## src/sv/itam_pkg.sv

```systemverilog
`timescale 1ns / 1ps
// itam_pkg: shared widths, register indexes, setup states and pipeline structs
// for the image tile address map. No dependencies.
package itam_pkg;

    localparam int CFG_W           = 13;
    localparam int COORD_W         = 12;
    localparam int INDEX_W         = 24;
    localparam int REG_IDX_W       = 2;
    localparam int MAX_DIM         = 4096;
    localparam int STEPS_PER_STAGE = 2;
    localparam int REM_STAGES      = COORD_W / STEPS_PER_STAGE;
    localparam int SETUP_CNT_W     = $clog2(CFG_W);

    localparam logic [CFG_W-1:0] RST_IMAGE_WIDTH    = CFG_W'(640);
    localparam logic [CFG_W-1:0] RST_IMAGE_HEIGHT   = CFG_W'(480);
    localparam logic [CFG_W-1:0] RST_TILES_PER_SIDE = CFG_W'(2);

    typedef enum logic [REG_IDX_W-1:0] {
        REG_IMAGE_WIDTH    = 2'd0,
        REG_IMAGE_HEIGHT   = 2'd1,
        REG_TILES_PER_SIDE = 2'd2
    } reg_idx_t;

    typedef enum logic [1:0] {
        SU_LOAD,
        SU_DIV,
        SU_SPAN,
        SU_READY
    } setup_state_t;

    typedef struct packed {
        logic             q;
        logic [CFG_W-1:0] rem;
    } div_step_t;

    // tile geometry handed from setup to the datapath
    typedef struct packed {
        logic             ready;
        logic [CFG_W-1:0] n;
        logic [CFG_W-1:0] w;
        logic [CFG_W-1:0] h;
        logic [CFG_W-1:0] q_x;
        logic [CFG_W-1:0] span_x;
        logic [CFG_W-1:0] q_y;
        logic [CFG_W-1:0] span_y;
    } tile_cfg_t;

    typedef struct packed {
        logic [CFG_W-1:0]   rem;
        logic [COORD_W-1:0] dvd;
        logic [CFG_W-1:0]   dsr;
    } axis_t;

    typedef struct packed {
        logic  valid;
        logic  in_image;
        axis_t x;
        axis_t y;
    } rem_pipe_t;

    // one restoring division step
    function automatic div_step_t div_step(input logic [CFG_W-1:0] rem,
                                           input logic             din,
                                           input logic [CFG_W-1:0] dsr);
        logic [CFG_W:0] trial;
        div_step_t      res;
        trial = {rem, din};
        if (trial >= {1'b0, dsr}) begin
            res.q   = 1'b1;
            res.rem = CFG_W'(trial - {1'b0, dsr});
        end else begin
            res.q   = 1'b0;
            res.rem = trial[CFG_W-1:0];
        end
        return res;
    endfunction

endpackage

```

## src/sv/image_tile_address_map.sv

```systemverilog
`timescale 1ns / 1ps
// Image tile address map: for each output pixel coordinate of an N-by-N mosaic,
// returns the source coordinate (tile offset times N) and its linear index
// src_y*width+src_x; coordinates outside the image give zeros with
// m_coord_valid low. Takes one coordinate every cycle while s_ready is high
// (setup done, output not stalled), through one front stage that picks tile
// length and offset base, six stages of the pipelined remainder unit (two bits
// each) and two multiply stages ending in the output register. After reset and
// after every configuration write, a bit-serial divider derives the tile
// lengths, during which s_ready is low. Depends on itam_pkg and its submodules.
module image_tile_address_map
    import itam_pkg::*;
(
    input  logic                 aclk,
    input  logic                 aresetn,
    input  logic                 cfg_we,
    input  logic [REG_IDX_W-1:0] cfg_index,
    input  logic [CFG_W-1:0]     cfg_wdata,
    input  logic                 s_valid,
    output logic                 s_ready,
    input  logic [COORD_W-1:0]   s_out_x,
    input  logic [COORD_W-1:0]   s_out_y,
    output logic                 m_valid,
    input  logic                 m_ready,
    output logic [COORD_W-1:0]   m_src_x,
    output logic [COORD_W-1:0]   m_src_y,
    output logic [INDEX_W-1:0]   m_src_index,
    output logic                 m_coord_valid
);

    tile_cfg_t tcfg;
    logic      adv;
    logic      front_valid_reg;
    rem_pipe_t front_reg, front_next;
    rem_pipe_t pipe [0:REM_STAGES];

    function automatic axis_t axis_init(input logic [COORD_W-1:0] pos,
                                        input logic [CFG_W-1:0]   q,
                                        input logic [CFG_W-1:0]   span);
        logic [CFG_W-1:0] pos_w;
        axis_t            a;
        pos_w = CFG_W'(pos);
        a.rem = '0;
        if (pos_w < span) begin
            a.dsr = q + 1'b1;
            a.dvd = pos;
        end else begin
            a.dsr = q;
            a.dvd = COORD_W'(pos_w - span);
        end
        return a;
    endfunction

    itam_setup u_setup (
        .aclk      (aclk),
        .aresetn   (aresetn),
        .cfg_we    (cfg_we),
        .cfg_index (cfg_index),
        .cfg_wdata (cfg_wdata),
        .tcfg      (tcfg)
    );

    assign adv     = !m_valid || m_ready;
    assign s_ready = adv && tcfg.ready;

    always_comb begin
        front_next.valid    = s_valid && tcfg.ready;
        front_next.in_image = (CFG_W'(s_out_x) < tcfg.w) && (CFG_W'(s_out_y) < tcfg.h);
        front_next.x        = axis_init(s_out_x, tcfg.q_x, tcfg.span_x);
        front_next.y        = axis_init(s_out_y, tcfg.q_y, tcfg.span_y);
    end

    always_ff @(posedge aclk) begin
        if (!aresetn) begin
            front_valid_reg <= 1'b0;
        end else if (adv) begin
            front_valid_reg <= front_next.valid;
        end
    end

    always_ff @(posedge aclk) begin
        if (adv) begin
            front_reg <= front_next;
        end
    end

    always_comb begin
        pipe[0]       = front_reg;
        pipe[0].valid = front_valid_reg;
    end

    for (genvar k = 0; k < REM_STAGES; k++) begin : g_rem
        itam_rem_stage u_rem (
            .aclk     (aclk),
            .aresetn  (aresetn),
            .adv      (adv),
            .pipe_in  (pipe[k]),
            .pipe_out (pipe[k+1])
        );
    end

    itam_scale u_scale (
        .aclk          (aclk),
        .aresetn       (aresetn),
        .adv           (adv),
        .pipe_in       (pipe[REM_STAGES]),
        .n             (tcfg.n),
        .w             (tcfg.w),
        .m_valid       (m_valid),
        .m_src_x       (m_src_x),
        .m_src_y       (m_src_y),
        .m_src_index   (m_src_index),
        .m_coord_valid (m_coord_valid)
    );

    a_outside_zero: assert property (@(posedge aclk) disable iff (!aresetn)
        m_valid && !m_coord_valid |->
            m_src_x == '0 && m_src_y == '0 && m_src_index == '0)
        else $error("outside coordinate with non-zero source fields");

    a_cfg_restart: assert property (@(posedge aclk) disable iff (!aresetn)
        cfg_we |=> !s_ready)
        else $error("input taken while tile geometry is being rederived");

    a_no_entry_in_setup: assert property (@(posedge aclk) disable iff (!aresetn)
        !tcfg.ready && !m_valid |=> !front_valid_reg)
        else $error("item entered pipeline during setup");

endmodule

```

## src/sv/itam_setup.sv

```systemverilog
`timescale 1ns / 1ps
// itam_setup: configuration registers and bit-serial divider that derives
// tile length and long-tile span per axis. Depends on itam_pkg.
module itam_setup
    import itam_pkg::*;
(
    input  logic                 aclk,
    input  logic                 aresetn,
    input  logic                 cfg_we,
    input  logic [REG_IDX_W-1:0] cfg_index,
    input  logic [CFG_W-1:0]     cfg_wdata,
    output tile_cfg_t            tcfg
);

    logic [CFG_W-1:0]       width_reg, height_reg, tiles_reg;
    setup_state_t           state_reg, state_next;
    logic [SETUP_CNT_W-1:0] cnt_reg, cnt_next;
    logic [CFG_W-1:0]       dvd_x_reg, dvd_y_reg, rem_x_reg, rem_y_reg;
    logic [CFG_W-1:0]       span_x_reg, span_y_reg;

    logic [CFG_W-1:0]   w_eff, h_eff, n_eff;
    div_step_t          step_x, step_y;
    logic [2*CFG_W-1:0] prod_x, prod_y;

    assign w_eff  = (32'(width_reg) > MAX_DIM)  ? CFG_W'(MAX_DIM) : width_reg;
    assign h_eff  = (32'(height_reg) > MAX_DIM) ? CFG_W'(MAX_DIM) : height_reg;
    assign n_eff  = (tiles_reg == '0) ? CFG_W'(1) : tiles_reg;
    assign step_x = div_step(rem_x_reg, dvd_x_reg[CFG_W-1], n_eff);
    assign step_y = div_step(rem_y_reg, dvd_y_reg[CFG_W-1], n_eff);
    assign prod_x = (2*CFG_W)'(rem_x_reg) * ((2*CFG_W)'(dvd_x_reg) + (2*CFG_W)'(1));
    assign prod_y = (2*CFG_W)'(rem_y_reg) * ((2*CFG_W)'(dvd_y_reg) + (2*CFG_W)'(1));

    always_ff @(posedge aclk) begin
        if (!aresetn) begin
            width_reg  <= RST_IMAGE_WIDTH;
            height_reg <= RST_IMAGE_HEIGHT;
            tiles_reg  <= RST_TILES_PER_SIDE;
        end else if (cfg_we) begin
            unique case (cfg_index)
                REG_IMAGE_WIDTH:    width_reg  <= cfg_wdata;
                REG_IMAGE_HEIGHT:   height_reg <= cfg_wdata;
                REG_TILES_PER_SIDE: tiles_reg  <= cfg_wdata;
                default: ;
            endcase
        end
    end

    always_ff @(posedge aclk) begin
        if (!aresetn) begin
            state_reg <= SU_LOAD;
            cnt_reg   <= '0;
        end else begin
            state_reg <= state_next;
            cnt_reg   <= cnt_next;
        end
    end

    always_comb begin
        state_next = state_reg;
        cnt_next   = cnt_reg;
        unique case (state_reg)
            SU_LOAD: begin
                state_next = SU_DIV;
                cnt_next   = '0;
            end
            SU_DIV: begin
                cnt_next = cnt_reg + 1'b1;
                if (cnt_reg == SETUP_CNT_W'(CFG_W - 1)) begin
                    state_next = SU_SPAN;
                end
            end
            SU_SPAN:  state_next = SU_READY;
            SU_READY: state_next = SU_READY;
            default:  state_next = SU_LOAD;
        endcase
        if (cfg_we) begin
            state_next = SU_LOAD;
        end
    end

    // quotient shifts into the dividend register; remainder is left in rem
    always_ff @(posedge aclk) begin
        unique case (state_reg)
            SU_LOAD: begin
                dvd_x_reg <= w_eff;
                dvd_y_reg <= h_eff;
                rem_x_reg <= '0;
                rem_y_reg <= '0;
            end
            SU_DIV: begin
                dvd_x_reg <= {dvd_x_reg[CFG_W-2:0], step_x.q};
                dvd_y_reg <= {dvd_y_reg[CFG_W-2:0], step_y.q};
                rem_x_reg <= step_x.rem;
                rem_y_reg <= step_y.rem;
            end
            SU_SPAN: begin
                span_x_reg <= prod_x[CFG_W-1:0];
                span_y_reg <= prod_y[CFG_W-1:0];
            end
            default: ;
        endcase
    end

    assign tcfg.ready  = (state_reg == SU_READY);
    assign tcfg.n      = n_eff;
    assign tcfg.w      = w_eff;
    assign tcfg.h      = h_eff;
    assign tcfg.q_x    = dvd_x_reg;
    assign tcfg.span_x = span_x_reg;
    assign tcfg.q_y    = dvd_y_reg;
    assign tcfg.span_y = span_y_reg;

endmodule

```

## src/sv/itam_rem_stage.sv

```systemverilog
`timescale 1ns / 1ps
// itam_rem_stage: one register stage of the pipelined remainder unit, two
// restoring steps per axis. Depends on itam_pkg.
module itam_rem_stage
    import itam_pkg::*;
(
    input  logic      aclk,
    input  logic      aresetn,
    input  logic      adv,
    input  rem_pipe_t pipe_in,
    output rem_pipe_t pipe_out
);

    logic      valid_reg;
    rem_pipe_t data_reg;
    rem_pipe_t data_next;

    always_comb begin
        div_step_t sx;
        div_step_t sy;
        data_next = pipe_in;
        for (int i = 0; i < STEPS_PER_STAGE; i++) begin
            sx = div_step(data_next.x.rem, data_next.x.dvd[COORD_W-1], data_next.x.dsr);
            sy = div_step(data_next.y.rem, data_next.y.dvd[COORD_W-1], data_next.y.dsr);
            data_next.x.rem = sx.rem;
            data_next.y.rem = sy.rem;
            data_next.x.dvd = {data_next.x.dvd[COORD_W-2:0], 1'b0};
            data_next.y.dvd = {data_next.y.dvd[COORD_W-2:0], 1'b0};
        end
    end

    always_ff @(posedge aclk) begin
        if (!aresetn) begin
            valid_reg <= 1'b0;
        end else if (adv) begin
            valid_reg <= pipe_in.valid;
        end
    end

    always_ff @(posedge aclk) begin
        if (adv) begin
            data_reg <= data_next;
        end
    end

    always_comb begin
        pipe_out       = data_reg;
        pipe_out.valid = valid_reg;
    end

endmodule

```

## src/sv/itam_scale.sv

```systemverilog
`timescale 1ns / 1ps
// itam_scale: scales tile offsets by the tile count, then forms the linear
// index in the output register. Depends on itam_pkg.
module itam_scale
    import itam_pkg::*;
(
    input  logic               aclk,
    input  logic               aresetn,
    input  logic               adv,
    input  rem_pipe_t          pipe_in,
    input  logic [CFG_W-1:0]   n,
    input  logic [CFG_W-1:0]   w,
    output logic               m_valid,
    output logic [COORD_W-1:0] m_src_x,
    output logic [COORD_W-1:0] m_src_y,
    output logic [INDEX_W-1:0] m_src_index,
    output logic               m_coord_valid
);

    logic               a_valid_reg, a_in_image_reg;
    logic [COORD_W-1:0] sx_reg, sy_reg;
    logic               out_valid_reg, out_in_image_reg;
    logic [COORD_W-1:0] out_x_reg, out_y_reg;
    logic [INDEX_W-1:0] out_index_reg;

    logic [2*CFG_W-1:0] prod_x, prod_y;
    logic [COORD_W-1:0] sx_next, sy_next;
    logic [INDEX_W:0]   index_next;

    assign prod_x  = (2*CFG_W)'(pipe_in.x.rem) * (2*CFG_W)'(n);
    assign prod_y  = (2*CFG_W)'(pipe_in.y.rem) * (2*CFG_W)'(n);
    assign sx_next = pipe_in.in_image ? prod_x[COORD_W-1:0] : '0;
    assign sy_next = pipe_in.in_image ? prod_y[COORD_W-1:0] : '0;

    assign index_next = (INDEX_W+1)'(sy_reg) * (INDEX_W+1)'(w) + (INDEX_W+1)'(sx_reg);

    always_ff @(posedge aclk) begin
        if (!aresetn) begin
            a_valid_reg   <= 1'b0;
            out_valid_reg <= 1'b0;
        end else if (adv) begin
            a_valid_reg   <= pipe_in.valid;
            out_valid_reg <= a_valid_reg;
        end
    end

    always_ff @(posedge aclk) begin
        if (adv) begin
            a_in_image_reg   <= pipe_in.in_image;
            sx_reg           <= sx_next;
            sy_reg           <= sy_next;
            out_in_image_reg <= a_in_image_reg;
            out_x_reg        <= sx_reg;
            out_y_reg        <= sy_reg;
            out_index_reg    <= index_next[INDEX_W-1:0];
        end
    end

    assign m_valid       = out_valid_reg;
    assign m_src_x       = out_x_reg;
    assign m_src_y       = out_y_reg;
    assign m_src_index   = out_index_reg;
    assign m_coord_valid = out_in_image_reg;

endmodule

```

## config.mk

```make
export PLATFORM = sky130hd
export DESIGN_NAME = image_tile_address_map
export DESIGN_NICKNAME = d
export VERILOG_FILES = /design/src/sv/itam_pkg.sv /design/src/sv/image_tile_address_map.sv /design/src/sv/itam_setup.sv /design/src/sv/itam_rem_stage.sv /design/src/sv/itam_scale.sv
export SDC_FILE = /design/constraint.sdc
export NUM_CORES = 2
export LEC_CHECK = 0
export BUFFER_PORTS_ARGS = -buffer_cell sky130_fd_sc_hd__buf_4
export CORE_MARGIN = 10
export CORE_UTILIZATION = 46
export DETAILED_ROUTE_END_ITERATION = 10
export GPL_ROUTABILITY_DRIVEN = 0
export PLACE_DENSITY = 0.64
export RECOVER_POWER = 25
export SLEW_MARGIN = 20
export SYNTH_ARGS = -nofsm -noshare
export SYNTH_HDL_FRONTEND = slang
export SYNTH_SLANG_ARGS = --single-unit
```

## constraint.sdc

```tcl
create_clock -name aclk -period 38.5 [get_ports aclk]
set_clock_uncertainty 0.05 [all_clocks]
set_input_delay 1.925 -clock aclk [delete_from_list [all_inputs] [get_ports aclk]]
set_output_delay 1.925 -clock aclk [all_outputs]
set_load 0.005 [all_outputs]
```

==> reports/qor.tcl <==
set qor(crit_path_launch_type) {flop}
set qor(critical-path-max-stage-delay_ns) 1.00
set qor(dp_cells) 7042
set qor(drive_gt1_share_pct) 8.02
set qor(route.final.wire_length_mm) 127
set qor(hold_start) {g_rem[0].u_rem.pipe_out[17]$_DFFE_PN_}
set qor(pre_cts_ws_ns) 31.51
set qor(min-delay-path-class) {reg2reg}
set qor(die_h_um) 364
set qor(status) {finished, violations left}
set qor(fillerInstances) 10700
set qor(timing.hold.worst_endpoint) {g_rem[1].u_rem.pipe_out[19]$_DFFE_PN_}
set qor(setup_viol) 0
set qor(largest_delay_share_family_worst_path) {adder cells}
set qor(finish.cell_count_without_fillers) 7173
set qor(drcViolationCount) 0
set qor(part_of_the_cycle_the_worst_path_needs_pct) 18.3
set qor(path_buf_inv) 5
set qor(crit_slowest_cell) {sky130_fd_sc_hd__nor2b_1}
set qor(ctsHoldBuffers) 0
set qor(first_global_vias) 39200
set qor(numPortBuffers) 94
set qor(worst_slack_ns) 31.45
set qor(clock_buffers_created_by_tritoncts) 73
set qor(mappedNetlistArea_um2) 54400
set qor(r2r_start) {u_setup.width_reg[12]$_SDFFE_PN0P_}
set qor(failing_checks) {max-capacitance violations, max-slew violations}
set qor(end_kind) {flop}
set qor(hpwlAfterDp_mm) 99.0
set qor(total_nets_after_synthesis) 6447
set qor(globalRoute.totalOverflow) 0
set qor(postSynth.asyncResetShare_pct) 0
set qor(timing.max_slew.rel_slack_pct) -120
set qor(post_dp_cell_area_um2) 56700
set qor(post_cts_resize_count) 0
set qor(clk_root_buffer_cell) {sky130_fd_sc_hd__clkbuf_16}
set qor(row_count) 126
set qor(synth.lib_cells_used.distinct) 82
set qor(htree_levels) 3
set qor(yosys_most_used_dff) {sky130_fd_sc_hd__edfxtp_1}
set qor(top_level_ports) 95
set qor(antenna_found_initial) 1
set qor(stdcell_area_um2) 59100
set qor(die_w_um) 364
set qor(cts.reportedPaths.clkPinSlew_ns) 0.06
set qor(grtUsageTotal_pct) 19.3
set qor(grt_setup_unrepaired) {false}
set qor(tritoncts) {built}
set qor(drt_first_pass_iters) 5
set qor(numClockSinks) 607
set qor(avgRoutedWirePerCell_um) 17.6
set qor(max_ffs_per_register) 350
set qor(core_um2) 118000
set qor(number_of_synthesized_flops_with_an_enable_pin) 553
set qor(most_used_cell_along_the_critical_path) {sky130_fd_sc_hd__inv_1}
set qor(leakage_nw) 26.2
set qor(postLayoutCoreUtil_pct) 50.2
set qor(area_growth_pct) 8.72
set qor(via_count) 38500
set qor(crit_arrival_ns) 7.38
set qor(drt_iter0_drc) 2487
set qor(reg2regPathDepth) 21
set qor(design.die.area_um2) 132000
set qor(synthesis.instances) 5523
set qor(grt_start_max_net_pins) 88
set qor(hold_viol_final) 0
set qor(synth-warning-count) 0
set qor(syn-mean-instance-area_um2) 9.85
set qor(vias_per_cell) 5.37
set qor(fmax_mhz) 142
set qor(worst_r2r_endpoint) {u_scale.m_src_index[23]$_DFFE_PN_}
set qor(timing_worst_slew_pin_value_ns) 3.29
set qor(post_cts_setup_buffer_count) 0
set qor(wire_length_of_the_first_global_routing_pass_mm) 208
set qor(timing.max_cap.violations) 4
set qor(max-vdd-ir-drop_uv) 61.7
set qor(hold_depth) 0
set qor(clock_tree.buffer_depth) 3
set qor(r2r_slack_ns) 31.45
set qor(type_of_the_worst_setup_path) {reg2reg}
set qor(ant_nets) 0
set qor(clk-insertion-delay-late_ns) 0.66
set qor(critical_path_maximum_fanout) 28
set qor(initial_core_util_pct) 46.2
set qor(crit_required_ns) 38.84
set qor(synth.yosys.seq_area_share_pct) 32.5
set qor(powerDensity_nw_per_um2) 91.0
set qor(finalSetupTns_ns) 0
set qor(crit_path_cell_trace) {nor2b_1 > nand2_1 > fa_1 > inv_1 > ha_1 > inv_1 > fa_1 > inv_1 > fa_1 > inv_1 > fa_1 > inv_1 > ha_1 > a2111oi_0 > o21a_1 > or4b_2 > a31oi_1 > o41ai_1 > o21ai_0 > a21oi_1 > xnor2_1}
set qor(final-max-slew-violation-count) 136
set qor(num-nets-final) 6506
set qor(ys_ff_latch) 607
set qor(min_period_ns) 7.05
-- cells in the mapped netlist, types with 70 or more instances --
cell type | number | area share (%)
sky130_fd_sc_hd__mux2_2 | 162 | 3.4
sky130_fd_sc_hd__xnor2_1 | 306 | 4.9
sky130_fd_sc_hd__edfxtp_1 | 553 | 31
sky130_fd_sc_hd__xor2_1 | 100 | 1.6
sky130_fd_sc_hd__nor2_1 | 247 | 1.7
sky130_fd_sc_hd__nor3_1 | 87 | 0.80
sky130_fd_sc_hd__nand2_1 | 590 | 4.1
sky130_fd_sc_hd__inv_1 | 771 | 5.3
sky130_fd_sc_hd__ha_1 | 560 | 13
sky130_fd_sc_hd__a21o_1 | 84 | 1.2
sky130_fd_sc_hd__nor2b_1 | 107 | 1.2
sky130_fd_sc_hd__and2_1 | 230 | 2.6
sky130_fd_sc_hd__clkbuf_1 | 116 | 0.80
sky130_fd_sc_hd__o21ai_0 | 222 | 2.0
sky130_fd_sc_hd__fa_1 | 320 | 12
sky130_fd_sc_hd__a21oi_1 | 235 | 2.2
sky130_fd_sc_hd__o21a_1 | 70 | 0.97
-- area by class of cell --
type	instances	area, um2	area share, %
Timing Repair Buffer	120	886	1.50
Clock buffer	93	2010	3.40
Inverter	773	2910	4.92
Tap cell	1536	1920	3.25
Clock inverter	36	449	0.759
Multi-Input combinational cell	4007	33300	56.3
Sequential cell	607	17700	29.9
Antenna cell	1	2.50	0.00423
-- placed cells by master, fill, tap and decap left out, types with 35 or more instances in the layout --
cell type / netlist / routed
sky130_fd_sc_hd__inv_1: 771 / 770
sky130_fd_sc_hd__nand2_1: 590 / 590
sky130_fd_sc_hd__ha_1: 560 / 560
sky130_fd_sc_hd__edfxtp_1: 553 / 553
sky130_fd_sc_hd__fa_1: 320 / 320
sky130_fd_sc_hd__xnor2_1: 306 / 306
sky130_fd_sc_hd__nor2_1: 247 / 245
sky130_fd_sc_hd__a21oi_1: 235 / 235
sky130_fd_sc_hd__and2_1: 230 / 229
sky130_fd_sc_hd__o21ai_0: 222 / 222
sky130_fd_sc_hd__mux2_2: 162 / 162
sky130_fd_sc_hd__buf_4: 1 / 116
sky130_fd_sc_hd__nor2b_1: 107 / 107
sky130_fd_sc_hd__xor2_1: 100 / 100
sky130_fd_sc_hd__nor3_1: 87 / 87
sky130_fd_sc_hd__a21o_1: 84 / 84
sky130_fd_sc_hd__clkbuf_16: 0 / 77
sky130_fd_sc_hd__o21a_1: 70 / 70
sky130_fd_sc_hd__nand2b_1: 61 / 61
sky130_fd_sc_hd__a21boi_0: 61 / 61
sky130_fd_sc_hd__nand4_1: 57 / 57
sky130_fd_sc_hd__dfxtp_1: 54 / 54
sky130_fd_sc_hd__nand3_1: 51 / 51
sky130_fd_sc_hd__mux2i_1: 48 / 48
sky130_fd_sc_hd__a211oi_1: 47 / 46
sky130_fd_sc_hd__or3_1: 35 / 35
-- logic make-up after synthesis --
group                      synth area share [%]
xor gates and xnor gates                   6.62
buffers and inverters                      6.35
and+or+nand+nor                            13.8
AOI/OAI and AO/OA                          11.3
muxes                                      4.75
adders and majority gates                  24.7
DFF                                        32.5
-- worst max path at each step --
stage	start	slack, ns	to	cells after the start
final	u_setup.width_reg[12]$_SDFFE_PN0P_	31.45	u_scale.m_src_index[23]$_DFFE_PN_	21
after CTS	u_setup.width_reg[12]$_SDFFE_PN0P_	31.49	u_scale.m_src_index[23]$_DFFE_PN_	21
after global placement	u_setup.width_reg[12]$_SDFFE_PN0P_	31.60	u_scale.m_src_index[23]$_DFFE_PN_	21
after detailed placement	u_setup.width_reg[12]$_SDFFE_PN0P_	31.51	u_scale.m_src_index[23]$_DFFE_PN_	19
after global routing	u_setup.width_reg[12]$_SDFFE_PN0P_	31.00	u_scale.m_src_index[23]$_DFFE_PN_	19
after floorplan	m_ready	21.77	s_ready	4
-- where the power goes --
group	total [mW]	leakage, nW	internal [mW]	switching [mW]
clock	0.711	1.20	0.427	0.284
sequential	1.17	6.61	1.02	0.157
combinational	3.50	18.4	1.65	1.85
total	5.38	26.2	3.09	2.29
-- routing by layer --
metal  track usage [%]  vias up  share of wire [%]
met5                 0        -                  0
met4              7.14        0                3.5
met2              32.2      781                 47
met1              25.4    18500                 45
li1                  -    19000                  -
met3              2.66      186                4.6
-- stage by stage --
stage,power [mW],hold WS [ns]
global placement,4.61,0.353
CTS,5.41,0.358
finish,5.38,0.363
detailed placement,4.65,0.355
floorplan,3.91,0.350
global route,5.89,0.360
Note: power is estimated with default switching activity, not from simulation.
